--- src/hdl/apl_pkg.sv ---
`timescale 1ns / 1ps

package apl_pkg;

  // Item selector carried in tuser
  localparam logic FUNC_EVAL = 1'b0;
  localparam logic FUNC_ACK  = 1'b1;

  // Event codes, shared by the acknowledge field and the result kind
  localparam logic [2:0] EV_NORMAL      = 3'd0;
  localparam logic [2:0] EV_FALL        = 3'd1;
  localparam logic [2:0] EV_FALL_NO_GPS = 3'd2;
  localparam logic [2:0] EV_HELP        = 3'd3;
  localparam logic [2:0] EV_FALL_HELP   = 3'd4;
  localparam logic [2:0] EV_LOW_BATT    = 3'd5;

  // Alert severities
  localparam logic [2:0] LVL_NORMAL   = 3'd0;
  localparam logic [2:0] LVL_LOW_BATT = 3'd2;
  localparam logic [2:0] LVL_HELP     = 3'd3;
  localparam logic [2:0] LVL_FALL     = 3'd4;

  // Register indexes
  localparam logic [1:0] REG_FALL_WINDOW = 2'd0;
  localparam logic [1:0] REG_HELP_WINDOW = 2'd1;
  localparam logic [1:0] REG_BATT_THRESH = 2'd2;

  localparam logic [31:0] FALL_WINDOW_RESET = 32'd180000;
  localparam logic [31:0] HELP_WINDOW_RESET = 32'd60000;
  localparam logic [6:0]  BATT_THRESH_RESET = 7'd20;
  localparam logic [6:0]  BATT_MAX          = 7'd100;

  typedef struct packed {
    logic [31:0] fall_window_ms;
    logic [31:0] help_window_ms;
    logic [6:0]  low_battery_threshold;
  } cfg_t;

  typedef struct packed {
    logic        func;
    logic [31:0] now_ms;
    logic        fall_flag;
    logic        audio_valid;
    logic        audio_help;
    logic        gps_valid;
    logic [6:0]  battery_level;
    logic [2:0]  sent_event;
  } item_t;

  typedef struct packed {
    logic [2:0] alert_level;
    logic [2:0] event_kind;
    logic       transmit_now;
  } result_t;

endpackage

--- src/hdl/alert_priority_latch.sv ---
`timescale 1ns / 1ps

// Prioritized alert latch for a wearable distress sensor. Every input beat
// (s_tuser = 0 evaluate, 1 acknowledge) yields exactly one result beat on the
// m_ side. An evaluate latches a fall and a rising edge of the help detection
// with their timestamps, raises a pending low-battery alert when the battery
// drops below the threshold, expires latches whose modular 32-bit age exceeds
// their window, and reports one alert in the order fall-then-help, fall, help,
// low battery, normal. An acknowledge marks an event as sent and always returns
// a normal result. The block takes one beat per clock: a beat is held in the
// input register, and the evaluation and latch update happen in a single pass
// between that register and the result register that drives m_, so the state
// seen by a beat already includes every earlier beat. Downstream backpressure
// stalls the input register while the result register holds. Write the
// configuration registers only while no beat is in flight.
module alert_priority_latch
  import apl_pkg::*;
(
  input  logic        clk,
  input  logic        rst,
  input  logic        s_tvalid,
  output logic        s_tready,
  // now_ms[31:0], fall_flag[32], audio_valid[33], audio_help[34],
  // gps_valid[35], battery_level[42:36], sent_event[45:43], zero[47:46]
  input  logic [47:0] s_tdata,
  // func[0]
  input  logic        s_tuser,
  output logic        m_tvalid,
  input  logic        m_tready,
  // alert_level[2:0], event_kind[5:3], transmit_now[6], zero[7]
  output logic [7:0]  m_tdata,
  input  logic        cfg_we,
  input  logic [1:0]  cfg_index,
  input  logic [31:0] cfg_data
);

  cfg_t    cfg;
  item_t   in_item;
  logic    in_valid;
  result_t eval_res;
  result_t out_res;
  logic    out_valid;
  logic    advance;

  apl_cfg u_cfg (
    .clk       (clk),
    .rst       (rst),
    .cfg_we    (cfg_we),
    .cfg_index (cfg_index),
    .cfg_data  (cfg_data),
    .cfg       (cfg)
  );

  // Move the staged beat into the result register when that register is free
  assign advance  = in_valid & (~out_valid | m_tready);
  assign s_tready = ~in_valid | advance;

  always_ff @(posedge clk) begin
    if (rst) begin
      in_valid <= 1'b0;
    end else if (s_tready) begin
      in_valid <= s_tvalid;
    end
  end

  // Capture the payload of an accepted beat
  always_ff @(posedge clk) begin
    if (s_tvalid && s_tready) begin
      in_item.func          <= s_tuser;
      in_item.now_ms        <= s_tdata[31:0];
      in_item.fall_flag     <= s_tdata[32];
      in_item.audio_valid   <= s_tdata[33];
      in_item.audio_help    <= s_tdata[34];
      in_item.gps_valid     <= s_tdata[35];
      in_item.battery_level <= s_tdata[42:36];
      in_item.sent_event    <= s_tdata[45:43];
    end
  end

  apl_eval u_eval (
    .clk     (clk),
    .rst     (rst),
    .advance (advance),
    .item    (in_item),
    .cfg     (cfg),
    .res     (eval_res)
  );

  // Result register: load on advance, drop once taken
  always_ff @(posedge clk) begin
    if (rst) begin
      out_valid <= 1'b0;
    end else if (advance) begin
      out_valid <= 1'b1;
    end else if (m_tready) begin
      out_valid <= 1'b0;
    end
  end

  always_ff @(posedge clk) begin
    if (advance) begin
      out_res <= eval_res;
    end
  end

  assign m_tvalid = out_valid;
  assign m_tdata  = {1'b0, out_res.transmit_now, out_res.event_kind, out_res.alert_level};

  // A transmitted alert always names an event, and a silent one never does
  a_tx_kind: assert property (@(posedge clk) disable iff (rst)
    out_valid |-> (out_res.transmit_now == (out_res.event_kind != EV_NORMAL)))
    else $error("transmit flag disagrees with event kind");

  // Fall-class events carry the fall severity
  a_fall_level: assert property (@(posedge clk) disable iff (rst)
    (out_valid && (out_res.event_kind == EV_FALL || out_res.event_kind == EV_FALL_NO_GPS ||
                   out_res.event_kind == EV_FALL_HELP))
    |-> (out_res.alert_level == LVL_FALL))
    else $error("fall event without fall severity");

  // An acknowledge produces a normal, silent result
  a_ack_quiet: assert property (@(posedge clk) disable iff (rst)
    (advance && in_item.func == FUNC_ACK) |=> (out_res.transmit_now == 1'b0 &&
                                               out_res.alert_level == LVL_NORMAL))
    else $error("acknowledge produced an alert");

  // Input stalls only when both stages are occupied
  a_stall_full: assert property (@(posedge clk) disable iff (rst)
    !s_tready |-> (in_valid && out_valid && !m_tready))
    else $error("input stalled with room in the pipeline");

endmodule

--- src/hdl/apl_cfg.sv ---
`timescale 1ns / 1ps

module apl_cfg
  import apl_pkg::*;
(
  input  logic        clk,
  input  logic        rst,
  input  logic        cfg_we,
  input  logic [1:0]  cfg_index,
  input  logic [31:0] cfg_data,
  output cfg_t        cfg
);

  always_ff @(posedge clk) begin
    if (rst) begin
      cfg.fall_window_ms        <= FALL_WINDOW_RESET;
      cfg.help_window_ms        <= HELP_WINDOW_RESET;
      cfg.low_battery_threshold <= BATT_THRESH_RESET;
    end else if (cfg_we) begin
      unique case (cfg_index)
        REG_FALL_WINDOW: cfg.fall_window_ms        <= cfg_data;
        REG_HELP_WINDOW: cfg.help_window_ms        <= cfg_data;
        REG_BATT_THRESH: cfg.low_battery_threshold <= cfg_data[6:0];
        default: ;  // unused index, drop the write
      endcase
    end
  end

endmodule

--- src/hdl/apl_eval.sv ---
`timescale 1ns / 1ps

module apl_eval
  import apl_pkg::*;
(
  input  logic    clk,
  input  logic    rst,
  input  logic    advance,
  input  item_t   item,
  input  cfg_t    cfg,
  output result_t res
);

  logic        fall_latched, help_latched, low_battery_pending;
  logic        fall_reported, help_reported, combined_reported;
  logic        help_seen_before, battery_low_before;
  logic [31:0] fall_time, help_time;

  logic        fall_latched_next, help_latched_next, low_battery_pending_next;
  logic        fall_reported_next, help_reported_next, combined_reported_next;
  logic        help_seen_before_next, battery_low_before_next;
  logic [31:0] fall_time_next, help_time_next;

  logic        help_now, help_edge, low_now;
  logic [6:0]  batt_sat;
  logic [31:0] fall_age, help_age;
  logic        fall_in, help_in, fall_exp, help_exp;
  logic        fall_lat_v, help_lat_v, fall_rep_v, help_rep_v, comb_v;

  assign help_now  = item.audio_valid & item.audio_help;
  assign help_edge = help_now & ~help_seen_before;
  assign batt_sat  = (item.battery_level > BATT_MAX) ? BATT_MAX : item.battery_level;
  assign low_now   = batt_sat < cfg.low_battery_threshold;

  // Ages are taken against the stamp as updated by this item
  assign fall_age = item.now_ms - (item.fall_flag ? item.now_ms : fall_time);
  assign help_age = item.now_ms - (help_edge ? item.now_ms : help_time);
  assign fall_in  = fall_age <= cfg.fall_window_ms;
  assign help_in  = help_age <= cfg.help_window_ms;

  assign fall_lat_v = fall_latched | item.fall_flag;
  assign help_lat_v = help_latched | help_edge;
  assign fall_rep_v = fall_reported & ~item.fall_flag;
  assign help_rep_v = help_reported & ~help_edge;
  assign comb_v     = combined_reported & ~item.fall_flag & ~help_edge;
  assign fall_exp   = fall_lat_v & ~fall_in;
  assign help_exp   = help_lat_v & ~help_in;

  always_comb begin
    fall_latched_next        = fall_latched;
    help_latched_next        = help_latched;
    low_battery_pending_next = low_battery_pending;
    fall_reported_next       = fall_reported;
    help_reported_next       = help_reported;
    combined_reported_next   = combined_reported;
    help_seen_before_next    = help_seen_before;
    battery_low_before_next  = battery_low_before;
    fall_time_next           = fall_time;
    help_time_next           = help_time;
    res = '{alert_level: LVL_NORMAL, event_kind: EV_NORMAL, transmit_now: 1'b0};

    if (item.func == FUNC_ACK) begin
      unique case (item.sent_event) inside
        EV_FALL, EV_FALL_NO_GPS: fall_reported_next = 1'b1;
        EV_HELP:                 help_reported_next = 1'b1;
        EV_FALL_HELP: begin
          fall_reported_next     = 1'b1;
          help_reported_next     = 1'b1;
          combined_reported_next = 1'b1;
        end
        EV_LOW_BATT:             low_battery_pending_next = 1'b0;
        default: ;
      endcase
    end else begin
      fall_time_next           = item.fall_flag ? item.now_ms : fall_time;
      help_time_next           = help_edge ? item.now_ms : help_time;
      help_seen_before_next    = help_now;
      battery_low_before_next  = low_now;
      low_battery_pending_next = low_battery_pending | (low_now & ~battery_low_before);
      fall_latched_next        = fall_lat_v & fall_in;
      help_latched_next        = help_lat_v & help_in;
      fall_reported_next       = fall_rep_v & ~fall_exp;
      help_reported_next       = help_rep_v & ~help_exp;
      combined_reported_next   = comb_v & ~fall_exp & ~help_exp;

      if (fall_latched_next && help_latched_next && help_time_next >= fall_time_next &&
          fall_reported_next && !combined_reported_next) begin
        res = '{alert_level: LVL_FALL, event_kind: EV_FALL_HELP, transmit_now: 1'b1};
      end else if (fall_latched_next && !fall_reported_next) begin
        res = '{alert_level: LVL_FALL,
                event_kind: (item.gps_valid ? EV_FALL : EV_FALL_NO_GPS),
                transmit_now: 1'b1};
      end else if (help_latched_next && !help_reported_next) begin
        res = '{alert_level: LVL_HELP, event_kind: EV_HELP, transmit_now: 1'b1};
      end else if (low_battery_pending_next) begin
        res = '{alert_level: LVL_LOW_BATT, event_kind: EV_LOW_BATT, transmit_now: 1'b1};
      end
    end
  end

  always_ff @(posedge clk) begin
    if (rst) begin
      fall_latched        <= 1'b0;
      help_latched        <= 1'b0;
      low_battery_pending <= 1'b0;
      fall_reported       <= 1'b0;
      help_reported       <= 1'b0;
      combined_reported   <= 1'b0;
      help_seen_before    <= 1'b0;
      battery_low_before  <= 1'b0;
      fall_time           <= '0;
      help_time           <= '0;
    end else if (advance) begin
      fall_latched        <= fall_latched_next;
      help_latched        <= help_latched_next;
      low_battery_pending <= low_battery_pending_next;
      fall_reported       <= fall_reported_next;
      help_reported       <= help_reported_next;
      combined_reported   <= combined_reported_next;
      help_seen_before    <= help_seen_before_next;
      battery_low_before  <= battery_low_before_next;
      fall_time           <= fall_time_next;
      help_time           <= help_time_next;
    end
  end

endmodule
--- config.mk ---
export PLATFORM = sky130hd
export DESIGN_NAME = alert_priority_latch
export DESIGN_NICKNAME = d
export VERILOG_FILES = /design/src/hdl/apl_pkg.sv /design/src/hdl/alert_priority_latch.sv /design/src/hdl/apl_cfg.sv /design/src/hdl/apl_eval.sv
export SDC_FILE = /design/constraint.sdc
export NUM_CORES = 1
export LEC_CHECK = 0
export BUFFER_PORTS_ARGS = -buffer_cell sky130_fd_sc_hd__buf_2
export CAP_MARGIN = 20
export CORE_MARGIN = 1
export CORE_UTILIZATION = 35
export CTS_CLUSTER_DIAMETER = 60
export CTS_CLUSTER_SIZE = 24
export DETAILED_ROUTE_END_ITERATION = 12
export GPL_ROUTABILITY_DRIVEN = 1
export PLACE_DENSITY_LB_ADDON = 0.08
export SYNTH_ARGS = -nofsm -noshare
export SYNTH_HDL_FRONTEND = slang
export SYNTH_HIERARCHICAL = 1
export SYNTH_SLANG_ARGS = --single-unit
--- constraint.sdc ---
create_clock -name clk -period 6.2 [get_ports clk]
set_input_delay 0.62 -clock clk [delete_from_list [all_inputs] [get_ports clk]]
set_output_delay 0.62 -clock clk [all_outputs]
set_load 0.01 [all_outputs]
After elaboration in Yosys (flattened, before gate mapping)
Index checks and enable logic that the tools add are counted.
- bits in read-only memories: 0
- bits in latches: 0
- output and inout bits: 10
- register bits: 199
- memories: 0
- memory bits (writable): 0
- logic and storage cells: 120
- multiply operators: 0
- bitwise logic cells: 32
- multiplexer cells: 18
- equal/unequal tests: 11
- shift-type cells: 0
- $lt $le $gt $ge: 5
- div/mod/pow operators: 0
- reduce and logical (&&, ||, !) cells: 24
- $add $sub $neg: 2
- operators by type and width (cell ; count):
    less-or-equal comparator 32 bit ; 2
    2-to-1 mux 32 bit ; 2
    subtractor 32 bit ; 2
    greater-or-equal comparator 32 bit ; 1
    2-to-1 mux 7 bit ; 4
    AND 1 bit ; 16
    AND reduction 2 bit ; 8
    NOT 1 bit ; 11
    2-to-1 mux 1 bit ; 10
    greater-than comparator 7 bit (second input constant) ; 1
    logical AND 1 bit ; 7
    < comparator 7 bit ; 1
    == test 3 x 2 -> 1 bit (second input constant) ; 2
    == test 3 bit (second input constant) ; 2
    2-to-1 mux 6 bit ; 1
    OR reduction 3 bit ; 2
    OR 1 bit ; 5
    inequality test 2 x 1 -> 1 bit (second input constant) ; 2
    inequality test 2 bit (second input constant) ; 2
    OR reduction 2 bit ; 2
    == test 3 x 1 -> 1 bit (second input constant) ; 1
    logical NOT 1 bit ; 3
    == test 2 x 1 -> 1 bit (second input constant) ; 1
    == test 2 bit (second input constant) ; 1
    3 further kinds ; 3

Longest topological paths before layout
- word-level depth: 14
- mapped depth: 26
- mapped depth without buffers: 24

Hierarchy
The synthesis kept the hierarchy.
- modules (own cells, without submodules) (module ; cells each ; area an instance (µm²) ; sequential area each (µm²) ; times used):
    apl_eval ; 1201 ; 9140.0 ; 1441.4 ; 1
    apl_cfg ; 281 ; 2924.1 ; 1421.4 ; 1
    alert_priority_latch ; 66 ; 1736.7 ; 1661.6 ; 1

Least setup slack after synthesis
OpenSTA, ideal clock, no wires.
- path type: register to register
- from: reg in_item[13] (netlist bit)
- to: reg out_res (netlist bit m_tdata[0]), data pin
- path slack: 766 ps
- data arrival time: 5179 ps
- setup time: 255 ps
- data required time: 5945 ps
- buffers on the path: 2
- cell stages (with the launch flop): 23
- path through: edfxtp_1 > buf_2 > buf_1 > mux2i_1 > ha_1 > a21o_1 > a21o_1 > a2111oi_4 > nor3_2 > a21oi_2 > nand3b_1 > a2111o_1 > a31oi_1 > xor2_1 > ha_1 > nand4_1 > nor4_1 > a2111oi_0 > o2111a_1 > nor2_1 > nor3_1 > nand2_1 > and3_1
- word-level cells in the longest chain between the ends: 11
- elaborated cells on any way between the ends: 24
- classes of those cells: add/sub (1); order compare (2); mux (1); bitwise (12); reduce/logical (8)
- ends and longest elaborated chain (element ; line ; source):
    start: declaration ; alert_priority_latch.sv:38 ; item_t in_item;
    2-to-1 mux 32 bit ; apl_eval.sv:36, apl_eval.sv:75 ;
    subtractor 32 bit ; apl_eval.sv:36 ; assign fall_age = item.now_ms - (item.fall_flag ? item.now_ms : fall_time);
    less-or-equal comparator 32 bit ; apl_eval.sv:38 ; assign fall_in = fall_age <= cfg.fall_window_ms;
    NOT 1 bit ; apl_eval.sv:46 ; assign fall_exp = fall_lat_v & ~fall_in;
    AND 1 bit ; apl_eval.sv:46 ;
    NOT 1 bit ; apl_eval.sv:82, apl_eval.sv:84 ;
    AND 1 bit (2 in series) ; apl_eval.sv:84 ; combined_reported_next = comb_v & ~fall_exp & ~help_exp;
    logical NOT 1 bit ; apl_eval.sv:87 ; fall_reported_next && !combined_reported_next) begin
    logical AND 1 bit ; apl_eval.sv:87 ;
    OR reduction 3 bit (no line) (*) ; -- ;
    end signal: assignment ; alert_priority_latch.sv:102 ; out_res <= eval_res;
    end: declaration ; alert_priority_latch.sv:41 ; result_t out_res;
Mark *: on every way between the ends. The rest lies on a longest branch, timed or not.
A chain may end at the register's enable or synchronous reset.

Worst setup path after layout
- from: reg in_item[13] (netlist bit)
- to: reg out_res (netlist bit m_tdata[6]), data pin
- word-level cells in the longest chain between the ends: 11
- elaborated cells on any way between the ends: 25
- classes of those cells: add/sub (1); order compare (2); mux (3); bitwise (12); reduce/logical (7)
- ends and longest elaborated chain (element ; line ; source):
    2-to-1 mux 32 bit ; apl_eval.sv:36, apl_eval.sv:75 ;
    subtractor 32 bit ; apl_eval.sv:36 ;
    less-or-equal comparator 32 bit ; apl_eval.sv:38 ;
    NOT 1 bit ; apl_eval.sv:46 ;
    AND 1 bit ; apl_eval.sv:46 ;
    NOT 1 bit ; apl_eval.sv:82, apl_eval.sv:84 ;
    AND 1 bit (on tied branches) ; apl_eval.sv:82, apl_eval.sv:84 ;
    logical NOT 1 bit or AND 1 bit (tied branches) ; apl_eval.sv:89, apl_eval.sv:84 ;
    logical AND 1 bit or logical NOT 1 bit (tied branches) ; apl_eval.sv:89, apl_eval.sv:87 ;
    2-to-1 mux 7 bit or logical AND 1 bit (tied branches) ; apl_eval.sv:89, apl_eval.sv:87 ;
    2-to-1 mux 7 bit (*) ; apl_eval.sv:86 ; if (fall_latched_next && help_latched_next && help_time_next >= fall_time_next &&
Marked as above.

==> results.ini <==
[pwr]
seq_power_share_pct = 38.5
leakage_nw = 6.72
sw_frac_of_total_pct = 33.9
p_int_mw = 2.49
p_comb_share_pct = 31.6
vdd_drop_max_mv = 0.167
p_per_area_nw_per_um2 = 242
clockPowerShare_pct = 29.9
power_switching_mw = 1.28
finalPower_mw = 3.77

[yosys]
syn_area_um2 = 13800
synth_top_area_share_pct = 21.0
synth_flop_cell = dfxtp_1
ys_types = 79
synth_cells = 1548
avgSynthCellArea_um2 = 8.92
yosys.area.top_type = dfxtp_1
ys_seq_area_share_pct = 32.8
synth_simple_gate_area_share_pct = 17.1
synth_fp_nets = 1793
synth_fa_ha_area_share_pct = 14.5
synth_area_leaders = dfxtp_1 (21%), ha_1 (14%), edfxtp_1 (12%)
yosys_warnings = 6
synth-edff-count = 54
synth_xor_area_share_pct = 3.74
synth-compound-area-share_pct = 17.0
synth-seq-cells = 199
synth_mux_area_share_pct = 9.53
synth.most_common_cell = ha_1
synthTopCellsByCount = ha_1 (156), nor2_1 (146), dfxtp_1 (145)
synth_top_family_by_area = simple AND/OR/NAND/NOR gates
ys_async_sr_fraction_pct = 0

[global_route]
grt_pass1_vias = 10771
grt_max_degree = 185
grt_usage_pct = 19.1
antenna_found_initial = 0
grt_pass1_wl_mm = 59.4
overflow = 0

[critical_path]
critPathKind = flop to flop
startpoint_type = flop
critPathRequiredTime_ns = 6.40
cp_max_fo = 6
cp_data_arrival_time_ns = 6.01
r2r_setup_slack_ns = 0.39
cp-end-kind = flop

[detailed_routing]
avgRoutedWirePerCell_um = 17.5
drc_errors = 0
drt_iter0_drc = 626
routed_via_density = 5.07
num_vias = 11008
dr.pass1.iters = 5
routed_wirelength_mm = 38.0
ant_nets = 0

[cells_and_area]
diodes = 0
drive_gt1_share_pct = 11.9
nets = 1884
fillCellCount = 3977
synthToLayoutAreaGrowth_pct = 13.0

[timing]
fin_crit_sh_pct = 93.7
max_freq_mhz = 172
setup_viol = 0
relSlewSlack_pct = 32.8
tns_ns = 0
skew_ns = 0.0128
rsz0062_at_grt = false
fin_crit_ns = 5.81
slew_viol_final = 0
worst_pin_slew_ns = 1.01
hold_viol = 0

[floorplan]
core_um2 = 38700
rows = 72
dieArea_um2 = 40200
fp.dieH_um = 201
die_w_um = 201
initial_utilization_pct = 35.6
ioPinCount = 98

[clock_network]
cts_num_sinks = 199
postCtsSetupBuffers = 0
path_clk_slew_ns = 0.08
clock_latency_ns = 0.47
cts-root-buf = clkbuf_16
clockBufferDepth = 2
cts_buffers = 17
htree_levels = 4
cts_tree = done

[placement]
dp_hpwl_mm = 29.2
routabilityCongestion = 0.875
port_buffers = 94

[outcome]
outcome = finished clean

[run]
cap_violations = 0

[worst_hold_path]
hold_class = input pin to flop

kinds of logic after synthesis:
kind of cell | after synthesis
multiplexers | 131
AND/OR/NAND/NOR | 458
buffers and inverters | 185
other | 1
XOR/XNOR | 59
AO/OA/AOI/OAI | 355
flip-flops | 199
adder cells (fa/ha/maj) | 160
per-stage QoR:
stage / hold slack, ns / utilization, % / std cells / setup WS [ns] / area [µm²]
6_report: 0.324 / 40.3 / 2170 / 0.391 / 15600
5_1_grt: 0.292 / 40.3 / 2170 / 0.0161 / 15600
2_1_floorplan: 0.436 / - / 1548 / 0.766 / 13800
4_1_cts: 0.285 / 40.2 / 2170 / 0.182 / 15600
3_3_place_gp: 0.444 / 38.7 / 2138 / 0.262 / 15000
3_5_place_dp: 0.457 / 38.7 / 2138 / 0.215 / 15000
cell usage in the layout (no fill, tap or decap), types with 6 or more instances in the layout:
master,n
edfxtp_1,54
inv_1,117
nand4_1,17
and2_1,8
o21ai_0,51
buf_4,44
clkbuf_16,17
buf_2,93
dfxtp_1,145
nand2b_1,94
o2111ai_1,7
xor2_1,24
a21o_1,47
o211ai_1,8
ha_1,156
nand3b_1,6
o21ai_1,7
nor3_1,19
a21oi_1,102
nor2b_1,27
xnor2_1,35
nor2_1,146
a31oi_1,12
o21bai_1,6
nand2_1,70
and3_1,10
o21a_1,7
a211oi_1,67
mux2i_1,128
nand3_1,25
metal layers:
layer | GRT usage (%) | part of all wire [%] | up-vias
met5 | 0 | 0 | -
met4 | 5.59 | 1.8 | 0
met3 | 3.04 | 2.3 | 29
met2 | 34.6 | 51 | 136
met1 | 23.1 | 45 | 5141
li1 | - | - | 5702
power groups by stage:
stage          combinational (mW)  clock [mW]  sequential (mW)
6_report                     1.19        1.13             1.45
5_1_grt                      1.34        1.22             1.46
4_1_cts                      1.20        1.17             1.45
3_5_place_dp                 1.19           0             1.48
3_3_place_gp                 1.18           0             1.48
2_1_floorplan               0.841           0             1.46
worst max-delay path, stage by stage (launching register included):
cell       delay [ns]
edfxtp_1         0.47
buf_12           0.18
mux2i_1          0.30
ha_1             0.37
a21o_1           0.23
a21o_1           0.20
a2111oi_4        0.35
nor3_2           0.11
a21oi_2          0.19
nand3b_1         0.10
a2111o_1         0.42
a31oi_1          0.28
xor2_1           0.16
ha_1             0.31
nand4_1          0.14
nor4_2           0.44
a2111oi_2        0.15
buf_4            0.16
o2111a_1         0.18
buf_4            0.16
o22a_1           0.26
nor3_1           0.27
a21oi_1          0.11
what timing repair did:
item / in CTS / in global routing
resized for setup: 0 / 5
setup endpoints to repair: 0 / 9
hold buffers: 0 / 0
layout make-up:
type | count | area, µm² | area share (%)
Multi-Input combinational cell | 1164 | 8570 | 55.0
Sequential cell | 199 | 4520 | 29.0
Timing Repair Buffer | 140 | 847 | 5.43
Tap cell | 518 | 648 | 4.16
Clock buffer | 21 | 453 | 2.90
Inverter | 117 | 439 | 2.82
Clock inverter | 11 | 114 | 0.730
worst paths after layout:
kind / startpoint / to / cells past startpoint
min reg2reg: u_eval/battery_low_before$_SDFFE_PP0P_ / u_eval/battery_low_before$_SDFFE_PP0P_ / 2
max reg2reg: in_item[13]$_DFFE_PP_ / m_tdata[6]$_DFFE_PP_ / 22
max: in_item[13]$_DFFE_PP_ / m_tdata[6]$_DFFE_PP_ / 22
min: s_tdata[44] / in_item[1]$_DFFE_PP_ / 1
state kept, by name, summed over array words and instances (netlist names):
name and cells:
u_eval/help_reported 1, u_cfg/cfg 71, u_eval/fall_time 32, u_eval/fall_latched 1
in_item 47, u_eval/battery_low_before 1, m_tdata 7, u_eval/help_seen_before 1
m_tvalid 1, u_eval/combined_reported 1, u_eval/fall_reported 1, u_eval/help_time 32
in_valid 1, u_eval/help_latched 1, u_eval/low_battery_pending 1
Power figures use the tool's default switching activity.
